## src/achd_pkg.sv

```systemverilog
// Shared types, sizes and register indexes for the adjustment cell hot deck imputer.
`timescale 1ns / 1ps

package achd_pkg;

  // Default sizes of the top level.
  localparam int MAX_CELLS_DEF      = 64;
  localparam int NUM_COVARIATES_DEF = 4;
  localparam int NUM_FIELDS_DEF     = 4;

  // Fixed payload geometry.
  localparam int LANES     = 4;
  localparam int LANE_W    = 2;
  localparam int DATA_W    = 32;
  localparam int IDX_W     = 6;
  localparam int CFG_IDX_W = 4;

  // Configuration register indexes.
  localparam logic [CFG_IDX_W-1:0] CFG_MARKER_BASE = 4'd0;
  localparam logic [CFG_IDX_W-1:0] CFG_INIT_BASE   = 4'd4;
  localparam logic [CFG_IDX_W-1:0] CFG_NUM_REGS    = 4'd8;

  typedef logic [LANES-1:0][DATA_W-1:0] lane_t;

  // Record travelling down the cell chain.
  typedef struct packed {
    lane_t            key;
    lane_t            fld;
    logic             done;
    logic             opened;
    logic [IDX_W-1:0] hit_idx;
  } tok_t;

  // Configuration seen by every cell.
  typedef struct packed {
    lane_t marker;
    lane_t init_val;
  } cfg_t;

endpackage

```

## src/achd_cell.sv

```systemverilog
// One adjustment cell: stored key and donor values, match and update of a passing record.
`timescale 1ns / 1ps

module achd_cell #(
  parameter int CELL_ID = 0,
  parameter int NUM_COV = achd_pkg::NUM_COVARIATES_DEF,
  parameter int NUM_FLD = achd_pkg::NUM_FIELDS_DEF,
  parameter int CNT_W   = $clog2(achd_pkg::MAX_CELLS_DEF + 1)
) (
  input  logic             clk_i,
  input  logic             rst_ni,
  input  logic             en_i,
  input  logic             valid_i,
  input  achd_pkg::tok_t   tok_i,
  input  achd_pkg::cfg_t   cfg_i,
  input  logic [CNT_W-1:0] cells_used_i,
  output logic             valid_o,
  output achd_pkg::tok_t   tok_o,
  output logic             open_o
);
  import achd_pkg::*;

  lane_t key_q, key_d;
  lane_t donor_q, donor_d;
  tok_t  tok_q, tok_d;
  logic  valid_q;
  logic  is_open, key_eq, live, hit, open_cell;

  always_comb begin
    is_open = CNT_W'(CELL_ID) < cells_used_i;
    key_eq  = 1'b1;
    for (int c = 0; c < LANES; c++) begin
      if (c < NUM_COV && key_q[c] != tok_i.key[c]) begin
        key_eq = 1'b0;
      end
    end
    live      = valid_i && !tok_i.done;
    hit       = live && is_open && key_eq;
    open_cell = live && !is_open;

    tok_d   = tok_i;
    key_d   = key_q;
    donor_d = donor_q;
    if (hit) begin
      for (int k = 0; k < LANES; k++) begin
        if (k < NUM_FLD) begin
          if (tok_i.fld[k] == cfg_i.marker[k]) begin
            tok_d.fld[k] = donor_q[k];
          end else begin
            donor_d[k] = tok_i.fld[k];
          end
        end
      end
      tok_d.done    = 1'b1;
      tok_d.hit_idx = IDX_W'(CELL_ID);
    end else if (open_cell) begin
      for (int c = 0; c < LANES; c++) begin
        key_d[c] = (c < NUM_COV) ? tok_i.key[c] : '0;
      end
      for (int k = 0; k < LANES; k++) begin
        if (k < NUM_FLD) begin
          if (tok_i.fld[k] == cfg_i.marker[k]) begin
            tok_d.fld[k] = cfg_i.init_val[k];
          end
          donor_d[k] = tok_d.fld[k];
        end
      end
      tok_d.done    = 1'b1;
      tok_d.opened  = 1'b1;
      tok_d.hit_idx = IDX_W'(CELL_ID);
    end
  end

  assign open_o  = open_cell && en_i;
  assign valid_o = valid_q;
  assign tok_o   = tok_q;

  always_ff @(posedge clk_i or negedge rst_ni) begin
    if (!rst_ni) begin
      valid_q <= 1'b0;
    end else if (en_i) begin
      valid_q <= valid_i;
    end
  end

  always_ff @(posedge clk_i) begin
    if (en_i) begin
      tok_q   <= tok_d;
      key_q   <= key_d;
      donor_q <= donor_d;
    end
  end

endmodule

```

## config.mk

```make
export PLATFORM = sky130hd
export DESIGN_NAME = achd_cell
export DESIGN_NICKNAME = d
export VERILOG_FILES = /design/src/achd_pkg.sv /design/src/achd_cell.sv
export SDC_FILE = /design/constraint.sdc
export NUM_CORES = 1
export LEC_CHECK = 0
export BUFFER_PORTS_ARGS = -buffer_cell sky130_fd_sc_hd__buf_2
export CORE_AREA = 3 3 311 313
export CTS_CLUSTER_SIZE = 24
export DETAILED_ROUTE_END_ITERATION = 6
export DIE_AREA = 0 0 314 316
export MAX_ROUTING_LAYER = met4
export PLACE_DENSITY = 0.57
export SETUP_SLACK_MARGIN = 0.02
export SLEW_MARGIN = 10
export SYNTH_ARGS = -nofsm -noshare
export SYNTH_HDL_FRONTEND = slang
export SYNTH_SLANG_ARGS = --single-unit
```

## constraint.sdc

```tcl
create_clock -name clk_i -period 17.05 [get_ports clk_i]
set_input_delay 5.115 -clock clk_i [delete_from_list [all_inputs] [get_ports clk_i]]
set_output_delay 5.115 -clock clk_i [all_outputs]
set_load 0.02 [all_outputs]
```

==> impl_metrics.toml <==
[status]
status = "complete, no violations"

[clocking]
cts_made_buffers = 59
htree_levels = 2
cts.sinks = 521
post_cts_buffers = 0
tritoncts = "yes"
clockRootBuffer = "clkbuf_16"
clock_latency_ps = 680
cts.clk_slew.worst_paths_ps = 60
cts_resized = 0
cts.path.max_buffers = 3
hold_buffers = 0

[placed_design]
place_inst = 3664
place_congestion = 0.845
dp_hpwl_um = 63000
io_buffers = 796

[routing]
drcViolationCount = 0
postRouteAntennaNets = 0
first_pass_iters = 5
routed_via_density = 4.65
wl_per_cell_um = 22.4
totalWireLength_um = 84700
detail_route.iter0.violations = 1433
vias = 17621

[floorplan]
ios = 797
coreArea_um2 = 94600
die_x_um = 314
start_util = 0.253
die_area_um2 = 99200
die_height_um = 316
num_rows = 113

[pwr]
p_leak_uw = 0.0122
ir_worst_vdd_mv = 0.0717
power_density_nw_per_um2 = 100

[setup_path]
worstPathArrival_ps = 6460
crit_slowest_cell = "nor4_1"
critPathMaxFanout = 13
max_stage_delay_ps = 270
critPathKind = "in -> out"
cpMostUsedCell = "buf_2"
end_kind = "output pin"
worstSetupStartpointType = "input pin"
crit_chain = "buf_2 -> nor4_1 -> nand2_1 -> nor2_1 -> buf_4 -> and2_1 -> buf_2"
critPathRequiredTime_ps = 11930

[logic_synthesis]
synthMuxAreaShare = 0.0541
synth_simple_gate_area_frac = 0.0608
synthCells = 1670
synth.top_cell.area_share = 0.653
yosysUniqueCellTypes = 41
synth.largest_area_cell = "edfxtp_1"
synth_edf_count = 520
avgSynthCellArea_um2 = 14.3
ys_ff_latch = 521
syn_area_um2 = 23900
synth_top_flop_cell = "edfxtp_1"
yosysWarnings = 0
seq_area_frac_synth = 0.654
synth_fa_ha_area_frac = 0
synthTopCellsByArea = "edfxtp_1, xor2_1, mux2i_1, a32o_1, a21o_1"
synth_xor_xnor_area_share = 0.0813
synth_top_family_by_area = "compound AO/OA/AOI/OAI gates"
syn_nets = 2201
synth_compound_area_frac = 0.126
async_reset_ff_frac = 0.00192

[timing]
period_share = 0.679
hold_violations = 0
final_max_slew_viol_count = 0
worstMarginPinSlew_ps = 1080
period_needed_ps = 11580
skew_ps = 63.7
rsz0062_at_grt = "false"
setup_tns_ps = 0
max_slew_margin = 0.276
setup_viol = 0
fmax_mhz = 86.4

[global_route]
grt_pass1_wl_um = 118000
antenna_found_initial = 15
overflow = 0
grt_usage = 0.166
grt_pass1_vias = 16954
grt_max_degree = 105

[cells_and_area]
drive_gt1_frac = 0.373
nets = 2991
final_cells = 3786
area_growth_pct = 31.2

[hold_path]
hp-class = "reg -> reg"

[run]
drv_cap = 0
==> per-stage QoR <==
stage	instance area (um^2)	util	setup slack, ps	hold slack [ps]	total power [uW]
3_5_place_dp	29300	0.310	5450	549	1850
3_3_place_gp	29300	0.310	5440	525	1850
5_1_grt	31400	0.332	5390	561	3270
6_report	31400	0.332	5470	552	3150
2_1_floorplan	23900	-	710	551	1640
4_1_cts	31400	0.331	5460	542	3200
==> worst paths after layout <==
path | start | endpoint | slack (ps) | cells past startpoint
setup / recovery | cells_used_i[1] | open_o | 5470 | 7
hold / removal | donor_q[81] | tok_o[89] | 550 | 1
setup reg to reg | key_q[98] | tok_o[112] | 12030 | 10
hold reg to reg | donor_q[81] | tok_o[89] | 550 | 1
max in group asynchronous | rst_ni | valid_o | 12720 | 1
min in group asynchronous | rst_ni | valid_o | 4250 | 1
==> kinds of logic after synthesis <==
kind of cell | after synthesis
flip-flops | 521
multiplexers | 129
AND/OR/NAND/NOR | 286
buffers and inverters | 112
AO/OA/AOI/OAI | 400
XOR/XNOR | 222
==> worst max-delay path, delay by kind of cell <==
| family | cells | cell delay (ps) |
|---|---|---|
| simple gates | 4 | 810 |
| buf+inv | 3 | 520 |
==> cell type report <==
class	count	area, um^2
Fill cell	9493	63200
Clock inverter	45	533
Antenna cell	12	30.0
Clock buffer	65	1500
Inverter	18	67.6
Tap cell	1265	1580
Multi-Input combinational cell	1037	7820
Sequential cell	521	15600
Timing Repair Buffer	823	4210
==> flip-flops by register name, summed over array words and instances, names as in the netlist <==
register and cells:
donor_q 128, key_q 128, valid_o 1, tok_o 264
==> per-layer routing <==
metal  track usage  part of all wire  up-vias
met5             -                 0        -
met4        0.0534             0.029        0
met3        0.0352             0.066      123
met2         0.267              0.49      643
met1         0.210              0.42     8728
li1              -                 -     8127
==> cells in the final DEF (no fill, tap or decap), drive strengths merged, types with 9 or more instances in the layout <==
cell / count
a21oi: 132
a32o: 118
diode: 12
clkinv: 29
nor2b: 25
inv: 20
nor4: 51
a221o: 10
nor2: 134
clkbuf: 65
buf: 823
nand4: 21
nand2b: 15
xor2: 188
xnor2: 34
and3: 17
bufinv: 9
a21o: 118
edfxtp: 520
mux2i: 128
==> cells in the mapped netlist, types with 7 or more instances <==
cell type and number:
edfxtp_1 520, xor2_1 188, nor2_1 134, a21oi_1 132, mux2i_1 128, a21o_1 118, a32o_1 118, clkbuf_1 64
nor4_1 50, xnor2_1 34, nor2b_1 25, nand4_1 21, inv_1 18, and3_1 17, nand2b_1 15, buf_2 14
buf_6 14, a221o_1 10, a2111oi_0 8, nor3_1 7
==> power by group <==
group	internal, uW	total (uW)	switching [uW]
Combinational	123	337	214
Clock	776	1340	559
Sequential	1470	1480	14.7
Total	2370	3150	787
(Power assumes the default switching activity.)
